[src/rtl/mtsl_pkg.sv]
`timescale 1ns / 1ps
// ---------------------------------------------------------------------------
// mtsl_pkg
// Shared types and constants for the two-list merge block.
// ---------------------------------------------------------------------------
package mtsl_pkg;

  // Element width and default list capacity
  localparam int DATA_W          = 32;
  localparam int LIST_DEPTH_DEF  = 32;

  // Bit positions inside in_tuser
  localparam int USER_SEL_BIT    = 0;
  localparam int USER_HAS_BIT    = 1;
  localparam int IN_USER_W       = 2;

  // Sequencer states
  typedef enum logic [1:0] {
    ST_LOAD,
    ST_FETCH,
    ST_PICK
  } mtsl_state_t;

  // Commands from the sequencer to one list store
  typedef struct packed {
    logic append;
    logic clear;
  } store_cmd_t;

endpackage

[src/rtl/mtsl_list_store.sv]
`timescale 1ns / 1ps
// ---------------------------------------------------------------------------
// mtsl_list_store
// One list: element memory with append at the fill count and a registered
// read port, plus the fill count itself.
// ---------------------------------------------------------------------------
module mtsl_list_store
  import mtsl_pkg::*;
#(
  parameter int LIST_DEPTH = LIST_DEPTH_DEF
) (
  input  logic                              clk,
  input  logic                              rst_n,
  input  store_cmd_t                        cmd,
  input  logic [DATA_W-1:0]                 wr_data,
  input  logic [$clog2(LIST_DEPTH+1)-1:0]   rd_addr,
  output logic [$clog2(LIST_DEPTH+1)-1:0]   count,
  output logic                              full,
  output logic [DATA_W-1:0]                 rd_data
);

  localparam int CNT_W = $clog2(LIST_DEPTH + 1);
  localparam int IDX_W = (LIST_DEPTH > 1) ? $clog2(LIST_DEPTH) : 1;
  localparam logic [CNT_W-1:0] DEPTH_C = CNT_W'(LIST_DEPTH);

  logic [DATA_W-1:0] mem [LIST_DEPTH];
  logic [CNT_W-1:0]  count_r;
  logic [CNT_W-1:0]  count_nxt;
  logic [DATA_W-1:0] rd_data_r;
  logic              wr_en;

  assign full  = (count_r == DEPTH_C);
  assign wr_en = cmd.append && !full;

  // Advance the fill count on append, drop it back to zero on clear
  always_comb begin
    count_nxt = count_r;
    if (cmd.clear) begin
      count_nxt = '0;
    end else if (wr_en) begin
      count_nxt = count_r + CNT_W'(1);
    end
  end

  always_ff @(posedge clk) begin
    if (!rst_n) begin
      count_r <= '0;
    end else begin
      count_r <= count_nxt;
    end
  end

  // Write at the fill count, read at the head index
  always_ff @(posedge clk) begin
    if (wr_en) begin
      mem[count_r[IDX_W-1:0]] <= wr_data;
    end
    rd_data_r <= mem[rd_addr[IDX_W-1:0]];
  end

  assign count   = count_r;
  assign rd_data = rd_data_r;

endmodule

[src/rtl/mtsl_merge_ctrl.sv]
`timescale 1ns / 1ps
// ---------------------------------------------------------------------------
// mtsl_merge_ctrl
// Load and merge sequencer: routes load beats to the stores, then walks both
// heads through the shared signed comparator and fills the output register.
// ---------------------------------------------------------------------------
module mtsl_merge_ctrl
  import mtsl_pkg::*;
#(
  parameter int LIST_DEPTH = LIST_DEPTH_DEF
) (
  input  logic                              clk,
  input  logic                              rst_n,
  // load side
  input  logic                              in_tvalid,
  output logic                              in_tready,
  input  logic [IN_USER_W-1:0]              in_tuser,
  input  logic                              in_tlast,
  // store side
  input  logic [$clog2(LIST_DEPTH+1)-1:0]   cnt_a,
  input  logic [$clog2(LIST_DEPTH+1)-1:0]   cnt_b,
  input  logic                              full_a,
  input  logic                              full_b,
  input  logic [DATA_W-1:0]                 rd_a,
  input  logic [DATA_W-1:0]                 rd_b,
  output store_cmd_t                        cmd_a,
  output store_cmd_t                        cmd_b,
  output logic [$clog2(LIST_DEPTH+1)-1:0]   addr_a,
  output logic [$clog2(LIST_DEPTH+1)-1:0]   addr_b,
  // result side
  output logic                              out_tvalid,
  input  logic                              out_tready,
  output logic signed [DATA_W-1:0]          out_tdata,
  output logic                              out_tlast,
  output logic                              out_tuser
);

  localparam int CNT_W = $clog2(LIST_DEPTH + 1);

  mtsl_state_t      state_r, state_nxt;
  logic [CNT_W-1:0] i_r, i_nxt;
  logic [CNT_W-1:0] j_r, j_nxt;
  logic             ovf_r, ovf_nxt;
  logic             out_valid_r, out_valid_nxt;
  logic [DATA_W-1:0] out_data_r, out_data_nxt;
  logic             out_last_r, out_last_nxt;
  logic             out_drop_r, out_drop_nxt;

  logic             in_acc;
  logic             sel_b;
  logic             has_el;
  logic             any_stored;
  logic             out_free;
  logic             a_avail;
  logic             b_avail;
  logic             pick_a;
  logic             do_pick;
  logic             last_pick;
  logic [CNT_W-1:0] i_adv;
  logic [CNT_W-1:0] j_adv;

  assign in_tready = (state_r == ST_LOAD);
  assign in_acc    = in_tvalid && in_tready;
  assign sel_b     = in_tuser[USER_SEL_BIT];
  assign has_el    = in_tuser[USER_HAS_BIT];

  // Anything to merge once this beat is stored
  assign any_stored = (cnt_a != '0) || (cnt_b != '0) || has_el;

  // Shared comparator: second list wins ties
  assign out_free  = !out_valid_r || out_tready;
  assign a_avail   = (i_r != cnt_a);
  assign b_avail   = (j_r != cnt_b);
  assign pick_a    = a_avail && (!b_avail || ($signed(rd_a) < $signed(rd_b)));
  assign do_pick   = (state_r == ST_PICK) && out_free;
  assign i_adv     = i_r + CNT_W'(pick_a);
  assign j_adv     = j_r + CNT_W'(!pick_a);
  assign last_pick = (i_adv == cnt_a) && (j_adv == cnt_b);

  // Next state
  always_comb begin
    state_nxt = state_r;
    unique case (state_r)
      ST_LOAD: begin
        if (in_acc && in_tlast && any_stored) begin
          state_nxt = ST_FETCH;
        end
      end
      ST_FETCH: begin
        state_nxt = ST_PICK;
      end
      ST_PICK: begin
        if (do_pick) begin
          state_nxt = last_pick ? ST_LOAD : ST_FETCH;
        end
      end
      default: begin
        state_nxt = ST_LOAD;
      end
    endcase
  end

  // Store commands, head indexes, overflow and output register
  always_comb begin
    cmd_a         = '0;
    cmd_b         = '0;
    i_nxt         = i_r;
    j_nxt         = j_r;
    ovf_nxt       = ovf_r;
    out_valid_nxt = out_valid_r && !out_tready;
    out_data_nxt  = out_data_r;
    out_last_nxt  = out_last_r;
    out_drop_nxt  = out_drop_r;
    unique case (state_r)
      ST_LOAD: begin
        if (in_acc) begin
          cmd_a.append = has_el && !sel_b;
          cmd_b.append = has_el && sel_b;
          if (has_el && (sel_b ? full_b : full_a)) begin
            ovf_nxt = 1'b1;
          end
          // empty load closes with no result
          if (in_tlast && !any_stored) begin
            cmd_a.clear = 1'b1;
            cmd_b.clear = 1'b1;
            ovf_nxt     = 1'b0;
          end
        end
      end
      ST_FETCH: begin
      end
      ST_PICK: begin
        if (do_pick) begin
          out_valid_nxt = 1'b1;
          out_data_nxt  = pick_a ? rd_a : rd_b;
          out_last_nxt  = last_pick;
          out_drop_nxt  = last_pick && ovf_r;
          i_nxt         = i_adv;
          j_nxt         = j_adv;
          if (last_pick) begin
            cmd_a.clear = 1'b1;
            cmd_b.clear = 1'b1;
            i_nxt       = '0;
            j_nxt       = '0;
            ovf_nxt     = 1'b0;
          end
        end
      end
      default: begin
      end
    endcase
  end

  always_ff @(posedge clk) begin
    if (!rst_n) begin
      state_r     <= ST_LOAD;
      i_r         <= '0;
      j_r         <= '0;
      ovf_r       <= 1'b0;
      out_valid_r <= 1'b0;
    end else begin
      state_r     <= state_nxt;
      i_r         <= i_nxt;
      j_r         <= j_nxt;
      ovf_r       <= ovf_nxt;
      out_valid_r <= out_valid_nxt;
    end
  end

  // Hold the payload of the output register
  always_ff @(posedge clk) begin
    out_data_r <= out_data_nxt;
    out_last_r <= out_last_nxt;
    out_drop_r <= out_drop_nxt;
  end

  assign addr_a     = i_r;
  assign addr_b     = j_r;
  assign out_tvalid = out_valid_r;
  assign out_tdata  = out_data_r;
  assign out_tlast  = out_last_r;
  assign out_tuser  = out_drop_r;

endmodule

[src/rtl/merge_two_sorted_lists.sv]
`timescale 1ns / 1ps
// ---------------------------------------------------------------------------
// merge_two_sorted_lists
// Loads two ascending lists of signed values and streams out their merge.
// ---------------------------------------------------------------------------
// Load beats are taken one per cycle; each beat names its list in in_tuser
// and may carry no element, and the beat with in_tlast closes the load. The
// block then stops taking beats and emits the merged ascending sequence, the
// second list's element first on equal heads, with out_tlast on the final
// value and out_tuser set there if any element overflowed a list of
// LIST_DEPTH entries. Each result passes a fetch state, which reads both
// list heads from the registered memory ports, and a pick state for the
// shared compare, held by output stalls. A load that closes with both lists
// empty gives no result. Loading resumes in the cycle after the final value
// is picked, even while that value still waits in the output register.
// ---------------------------------------------------------------------------
module merge_two_sorted_lists
  import mtsl_pkg::*;
#(
  parameter int LIST_DEPTH = LIST_DEPTH_DEF
) (
  input  logic                      clk,
  input  logic                      rst_n,
  // load channel
  input  logic                      in_tvalid,
  output logic                      in_tready,
  input  logic signed [DATA_W-1:0]  in_tdata,   // element
  input  logic [IN_USER_W-1:0]      in_tuser,   // [0] list_select, [1] has_element
  input  logic                      in_tlast,   // load_done
  // result channel
  output logic                      out_tvalid,
  input  logic                      out_tready,
  output logic signed [DATA_W-1:0]  out_tdata,  // merged_value
  output logic                      out_tuser,  // [0] dropped_flag
  output logic                      out_tlast   // is_last
);

  localparam int CNT_W = $clog2(LIST_DEPTH + 1);

  store_cmd_t        cmd_a, cmd_b;
  logic [CNT_W-1:0]  cnt_a, cnt_b;
  logic [CNT_W-1:0]  addr_a, addr_b;
  logic              full_a, full_b;
  logic [DATA_W-1:0] rd_a, rd_b;

  // First list
  mtsl_list_store #(
    .LIST_DEPTH(LIST_DEPTH)
  ) u_store_a (
    .clk     (clk),
    .rst_n   (rst_n),
    .cmd     (cmd_a),
    .wr_data (in_tdata),
    .rd_addr (addr_a),
    .count   (cnt_a),
    .full    (full_a),
    .rd_data (rd_a)
  );

  // Second list
  mtsl_list_store #(
    .LIST_DEPTH(LIST_DEPTH)
  ) u_store_b (
    .clk     (clk),
    .rst_n   (rst_n),
    .cmd     (cmd_b),
    .wr_data (in_tdata),
    .rd_addr (addr_b),
    .count   (cnt_b),
    .full    (full_b),
    .rd_data (rd_b)
  );

  // Sequencer and shared comparator
  mtsl_merge_ctrl #(
    .LIST_DEPTH(LIST_DEPTH)
  ) u_ctrl (
    .clk        (clk),
    .rst_n      (rst_n),
    .in_tvalid  (in_tvalid),
    .in_tready  (in_tready),
    .in_tuser   (in_tuser),
    .in_tlast   (in_tlast),
    .cnt_a      (cnt_a),
    .cnt_b      (cnt_b),
    .full_a     (full_a),
    .full_b     (full_b),
    .rd_a       (rd_a),
    .rd_b       (rd_b),
    .cmd_a      (cmd_a),
    .cmd_b      (cmd_b),
    .addr_a     (addr_a),
    .addr_b     (addr_b),
    .out_tvalid (out_tvalid),
    .out_tready (out_tready),
    .out_tdata  (out_tdata),
    .out_tlast  (out_tlast),
    .out_tuser  (out_tuser)
  );

endmodule
[config.mk]
export PLATFORM = sky130hd
export DESIGN_NAME = merge_two_sorted_lists
export DESIGN_NICKNAME = d
export VERILOG_FILES = /design/src/rtl/mtsl_pkg.sv /design/src/rtl/mtsl_list_store.sv /design/src/rtl/mtsl_merge_ctrl.sv /design/src/rtl/merge_two_sorted_lists.sv
export SDC_FILE = /design/constraint.sdc
export NUM_CORES = 2
export LEC_CHECK = 0
export BUFFER_PORTS_ARGS = -buffer_cell sky130_fd_sc_hd__buf_2
export CAP_MARGIN = 25
export CORE_UTILIZATION = 42
export DETAILED_ROUTE_END_ITERATION = 10
export PLACE_DENSITY = 0.7
export SKIP_LAST_GASP = 1
export SLEW_MARGIN = 20
export SYNTH_ARGS = -nofsm -noshare
export SYNTH_HDL_FRONTEND = slang
export SYNTH_HIERARCHICAL = 1
export SYNTH_SLANG_ARGS = --single-unit
[constraint.sdc]
create_clock -name clk -period 5.05 [get_ports clk]
set_clock_uncertainty 0.05 [all_clocks]
set_input_delay 1.515 -clock clk [delete_from_list [all_inputs] [get_ports clk]]
set_output_delay 1.515 -clock clk [all_outputs]
set_load 0.02 [all_outputs]
Word-level counts from Yosys, hierarchy flattened
Memories as Yosys holds them, arrays and structs flattened. A register that Yosys moved wholly into a read port is not among the register bits.
Index checks and enable logic that the tools add are counted.

storage, ports and cells
  output and inout bits = 36
  bits in writable memories = 2,048
  memories = 2
  bits of input ports = 39
  logic and storage cells = 95
  register bits = 62

operators by class
  bitwise gates (word level) = 1
  reductions and logical operators = 35
  equality and inequality tests = 13
  $add $sub $neg = 4
  magnitude comparators = 1
  mux-type cells = 29

memories
  name           depth  bits a word  read ports  clocked after memory_dff  write ports  line                   RTL
  u_store_a.mem  32     32           1           1                         1            mtsl_list_store.sv:26  logic [DATA_W-1:0] mem [LIST_DEPTH];
  u_store_b.mem  32     32           1           1                         1            mtsl_list_store.sv:26

operators with widths
  operator                                              count
  < comparator 32 bit                                   1
  two-way mux 32 bit                                    1
  two-way mux 1 bit                                     18
  logical AND 1 bit                                     14
  adder 6 x 1 -> 6 bit                                  2
  adder 6 x 1 -> 6 bit (second input constant)          2
  equality test 6 bit                                   2
  equality test 6 bit (second input constant)           2
  two-way mux 6 bit                                     2
  != test 6 bit                                         2
  nonzero test 6 bit                                    2
  zero test 1 bit                                       8
  two-way mux 2 bit                                     4
  one-hot mux 1 bit (2 select lines)                    3
  one-hot mux 2 bit (3 select lines)                    1
  AND reduction 5 bit                                   1
  logical OR 1 bit                                      4
  != test 2 x 1 -> 1 bit (second input constant)        2
  != test 2 bit (second input constant)                 2
  AND reduction 2 bit                                   2
  OR reduction 2 bit                                    2
  != test 3 bit (second input constant)                 1
  equality test 2 x 1 -> 1 bit (second input constant)  1
  equality test 2 bit (second input constant)           1
  other kinds (3)                                       3

Longest topological paths before layout
  depth after elaboration = 12
  gate-level depth with buffers = 21
  depth with buffers taken out = 19

By module
The synthesis kept the hierarchy.

modules (own cells, without submodules)
  module           cells each  seq. area each (µm²)  times used  area an instance (µm²)
  mtsl_list_store  2,299       31,510.2              2           40,834.2
  mtsl_merge_ctrl  323         1,341.3               1           3,500.9

Worst setup path before layout
No wires, ideal clock.

  path type = input-to-reg
  start point = input port in_tvalid
  end point = memory u_store_a.mem[3][0] (enable)
  setup time = 461 ps
  stages = 5
  path buffers = 1
  required time = 4,539 ps
  setup slack = 147 ps
  arrival = 4,392 ps
  path through = nand2_1 nor3b_1 clkbuf_1 nand3b_1 nor3_1

RTL lines
  element      line                          RTL
  from (decl)  merge_two_sorted_lists.sv:25  input logic in_tvalid,
  to (decl)    mtsl_list_store.sv:26

==> metrics.yaml <==
maxSlewViolCount: 0
path_cells: "inv_1 > ha_1 > nand4_1 > nor4_1 > buf_4 > o21ai_0 > a21oi_1 > buf_4 > o21ai_2 > nand3_2 > inv_4 > ha_1 > ha_1 > xor2_1 > nor3_1 > a31oi_1 > nor3_1 > nand3_1 > o32ai_1 > nand2b_1 > nor2_1"
clk_latency_ps: 830
n_fill_cell: 16540
setup_viol: 0
reg2reg_to: "u_store_a/count[1]"
grt_usage_pct: 19.65
ir_drop_mv: 0.4026
cts_resized: 0
crit_arrival_ps: 4600
crit_type: "reg -> reg"
vias: 44690
cts_tree: "built"
cts_max_level: 4
syn_area_mm2: 0.08517
core_area_mm2: 0.2007
cts_sinks: 2174
synthAdderAreaFrac_pct: 0.6611
clock-root-buffer: "clkbuf_16"
holdWs_ps: 454.0
yosys.area_share.simple_pct: 3.602
synth-xor-area-share_pct: 0.4011
worstPathRequired_ps: 5710
cp.buffers_inverters: 4
antenna_found_initial: 27
path_depth: 21
r2r_cells: 21
cp_top_family: "simple AND/OR/NAND/NOR gates"
worst_path_max_delay_cell: "dfxtp_1"
status: "finished, final reports clean"
async_reset_ff_share_pct: 0
drc: 0
rows: 164
wl_per_cell_um: 25.85
grt_max_degree: 129
die_height_um: 452.3
syn_avg_cell_area_um2: 17.31
startpoint: "u_store_b/rd_data[31]"
synth_top_family_by_area: "multiplexers"
area_growth_pct: 12.46
rsz0062_at_grt: "no"
synthCells: 4921
cts_made_buffers: 203
dieArea_mm2: 0.2046
grt_pass1_wl_um: 296500
yosysSeqAreaShare_pct: 75.57
cp_common_cell: "ha_1"
period_minus_slack_ps: 3940
synth_edf_count: 2082
post-route-util_pct: 47.73
drive_gt1_share_pct: 12.18
first_iter_violations: 4634
detailed_place_hpwl_um: 120300
viasPerCell: 5.646
cts.clk_slew.worst_paths_ps: 60
yosysWarnings: 6
start_kind: "flop"
synth_mux_area_share_pct: 12.62
end_kind: "flop"
finalHoldViolations: 0
fmax_mhz: 253.8
multi_input_area_mm2: 0.01946
cts_setup_buffers: 0
place.gp.congestion: 0.8005
grt_pass1_vias: 44130
ff_latch_area_mm2: 0.06437
gr-total-overflow: 0
regToRegStartpoint: "u_store_b/rd_data[31]"
endpoint: "u_store_a/count[1]"
relSlewSlack_pct: 24.51
period_share_pct: 78.02
ios: 75
firstDrtPassIters: 5
max_cap_violations: 0
start_util_pct: 42.44
numPortBuffers: 74
hold_class: "reg -> reg"
worstPathMaxFanout: 6
clockBufferDepth: 3
slowest_delay_ps: 320
fp.dieW_um: 452.3
tns_ps: 0
p_per_area_mw_per_mm2: 367.8
nNetsFinal: 5176
drtAntennaViolNets: 0
p_total_uw: 35220
synth-compound-area-share_pct: 4.986
synth_cell_type_count: 56
cts_hold_buffers: 0
rrSetupSlack_ps: 1110
synthFlopType: "edfxtp_1"
syn_nets: 5005
p_leak_uw: 0.02892
worst_pin_slew_ps: 1132
wl_um: 204600
yosys_register_bits: 2174
[per-stage QoR]
stage | cells | area (um^2) | worst slack [ps]
6_report | 7916 | 95780 | 1110
5_1_grt | 7912 | 95770 | 748.1
4_1_cts | 7908 | 95690 | 1150
3_5_place_dp | 7540 | 89330 | 1031
3_3_place_gp | 7537 | 89260 | 1086
2_1_floorplan | 4921 | 85170 | 147.3
[final cells by class]
type / instances / share of cell area, %
timing repair buffer: 236 / 2.189
inverter: 39 / 0.1555
antenna: 5 / 0.01306
sequential: 2174 / 67.21
multi-input combinational: 2438 / 20.32
tap: 2656 / 3.470
clock inverter: 110 / 1.041
clock buffer: 258 / 5.605
[worst min path at each step]
stage | start | end | slack [ps] | cells past startpoint
2_1_floorplan | u_ctrl/state_r[1] | u_ctrl/state_r[0] | 390 | 1
3_3_place_gp | u_ctrl/state_r[1] | u_ctrl/state_r[0] | 420 | 1
3_5_place_dp | u_ctrl/state_r[1] | u_ctrl/state_r[0] | 430 | 1
4_1_cts | u_ctrl/state_r[1] | u_ctrl/state_r[0] | 440 | 1
5_1_grt | u_ctrl/state_r[1] | u_ctrl/state_r[0] | 480 | 1
6_report | u_ctrl/state_r[1] | u_ctrl/state_r[0] | 450 | 1
[routing by layer]
| layer | part of all wire, % | wire (um) | up-vias | GRT usage [%] |
|---|---|---|---|---|
| met5 | 0.021 | 42 | - | 0 |
| met2 | 48 | 99060 | 1750 | 31.90 |
| met3 | 8.8 | 18100 | 315 | 4.894 |
| met1 | 40 | 82790 | 22920 | 26.29 |
| met4 | 2.3 | 4626 | 6 | 5.275 |
| li1 | - | - | 19700 | - |
[worst register-to-register path: cells and delay by family, from the launching register on]
kind | cells | cell delay (ps)
XOR/XNOR | 1 | 170
buffers and inverters | 4 | 450
flip-flops | 1 | 320
AND/OR/NAND/NOR | 8 | 1560
AO/OA/AOI/OAI | 5 | 520
adder cells (fa/ha/maj) | 3 | 750
[cell usage in the layout (no fill, tap or decap), types with 45 or more instances in the layout]
cell type,synthesis,layout
buf_4,47,129
mux2i_1,1026,1026
a22oi_1,192,192
nor3_1,72,70
nor2_4,0,58
nand3_1,206,206
clkbuf_1,84,49
edfxtp_1,2082,2082
a31oi_1,65,65
nand2_1,236,235
clkbuf_16,0,205
buf_2,72,68
ha_1,45,45
a21oi_1,213,213
a22o_1,128,128
dfxtp_1,92,90
[report_power, final]
group / switching [uW] / total [uW] / leakage, uW / internal [uW]
sequential: 27.9 / 19800 / 0.0195 / 19800
combinational: 562 / 741 / 0.00635 / 179
clock: 6600 / 14700 / 0.00308 / 8060
total: 7190 / 35200 / 0.0289 / 28000
[cells by family (layout without fill, tap and decap cells)]
| group | count (synthesis) | count (layout) |
|---|---|---|
| AOI/OAI and AO/OA | 626 | 626 |
| adders and majority gates | 45 | 45 |
| muxes | 1059 | 1059 |
| xor gates and xnor gates | 39 | 39 |
| other | 0 | 5 |
| and+or+nand+nor | 669 | 669 |
| buffers and inverters | 309 | 643 |
| DFF | 2174 | 2174 |
[cells in the mapped netlist (all sizes together), types with 2 or more instances]
| cell type | n | area (um^2) |
|---|---|---|
| nor4 | 4 | 25.02 |
| nand3b | 2 | 15.01 |
| mux2 | 33 | 480.5 |
| nor2b | 5 | 31.28 |
| o211a | 2 | 20.02 |
| xnor2 | 17 | 148.9 |
| xor2 | 22 | 192.7 |
| dfxtp | 92 | 1842 |
| a21boi | 2 | 15.01 |
| or2 | 5 | 31.28 |
| ha | 45 | 563.0 |
| nand2 | 236 | 885.9 |
| a31oi | 65 | 406.6 |
| edfxtp | 2082 | 62520 |
| mux2i | 1026 | 10270 |
| inv | 39 | 148.9 |
| buf | 182 | 1344 |
| a22oi | 192 | 1441 |
| o211ai | 2 | 15.01 |
| nor3 | 74 | 380.4 |
| a22o | 128 | 1121 |
| nand4 | 14 | 87.58 |
| a21oi | 213 | 1066 |
| clkbuf | 88 | 345.3 |
| a21o | 2 | 16.27 |
| or3 | 4 | 25.02 |
| nor2 | 85 | 319.1 |
| and2b | 2 | 15.01 |
| o21ai | 12 | 63.81 |
| nand2b | 17 | 113.9 |
| and2 | 10 | 62.56 |
| and4 | 3 | 27.53 |
| a221oi | 2 | 30.03 |
| nand3 | 207 | 1041 |
[registers in the layout (all words and copies together), names as in the netlist]
register and cells:
u_ctrl/addr_b 6, u_ctrl/out_tvalid 1, u_ctrl/out_tdata 32, u_ctrl/ovf_r 1
u_store_a/count 6, u_store_a/mem 1024, u_store_b/rd_data 32, u_store_b/count 6
u_store_a/rd_data 32, u_ctrl/out_tuser 1, u_ctrl/addr_a 6, u_store_b/mem 1024
u_ctrl/out_tlast 1, u_ctrl/state_r 2
No activity file was read; power rests on OpenSTA's default activity.
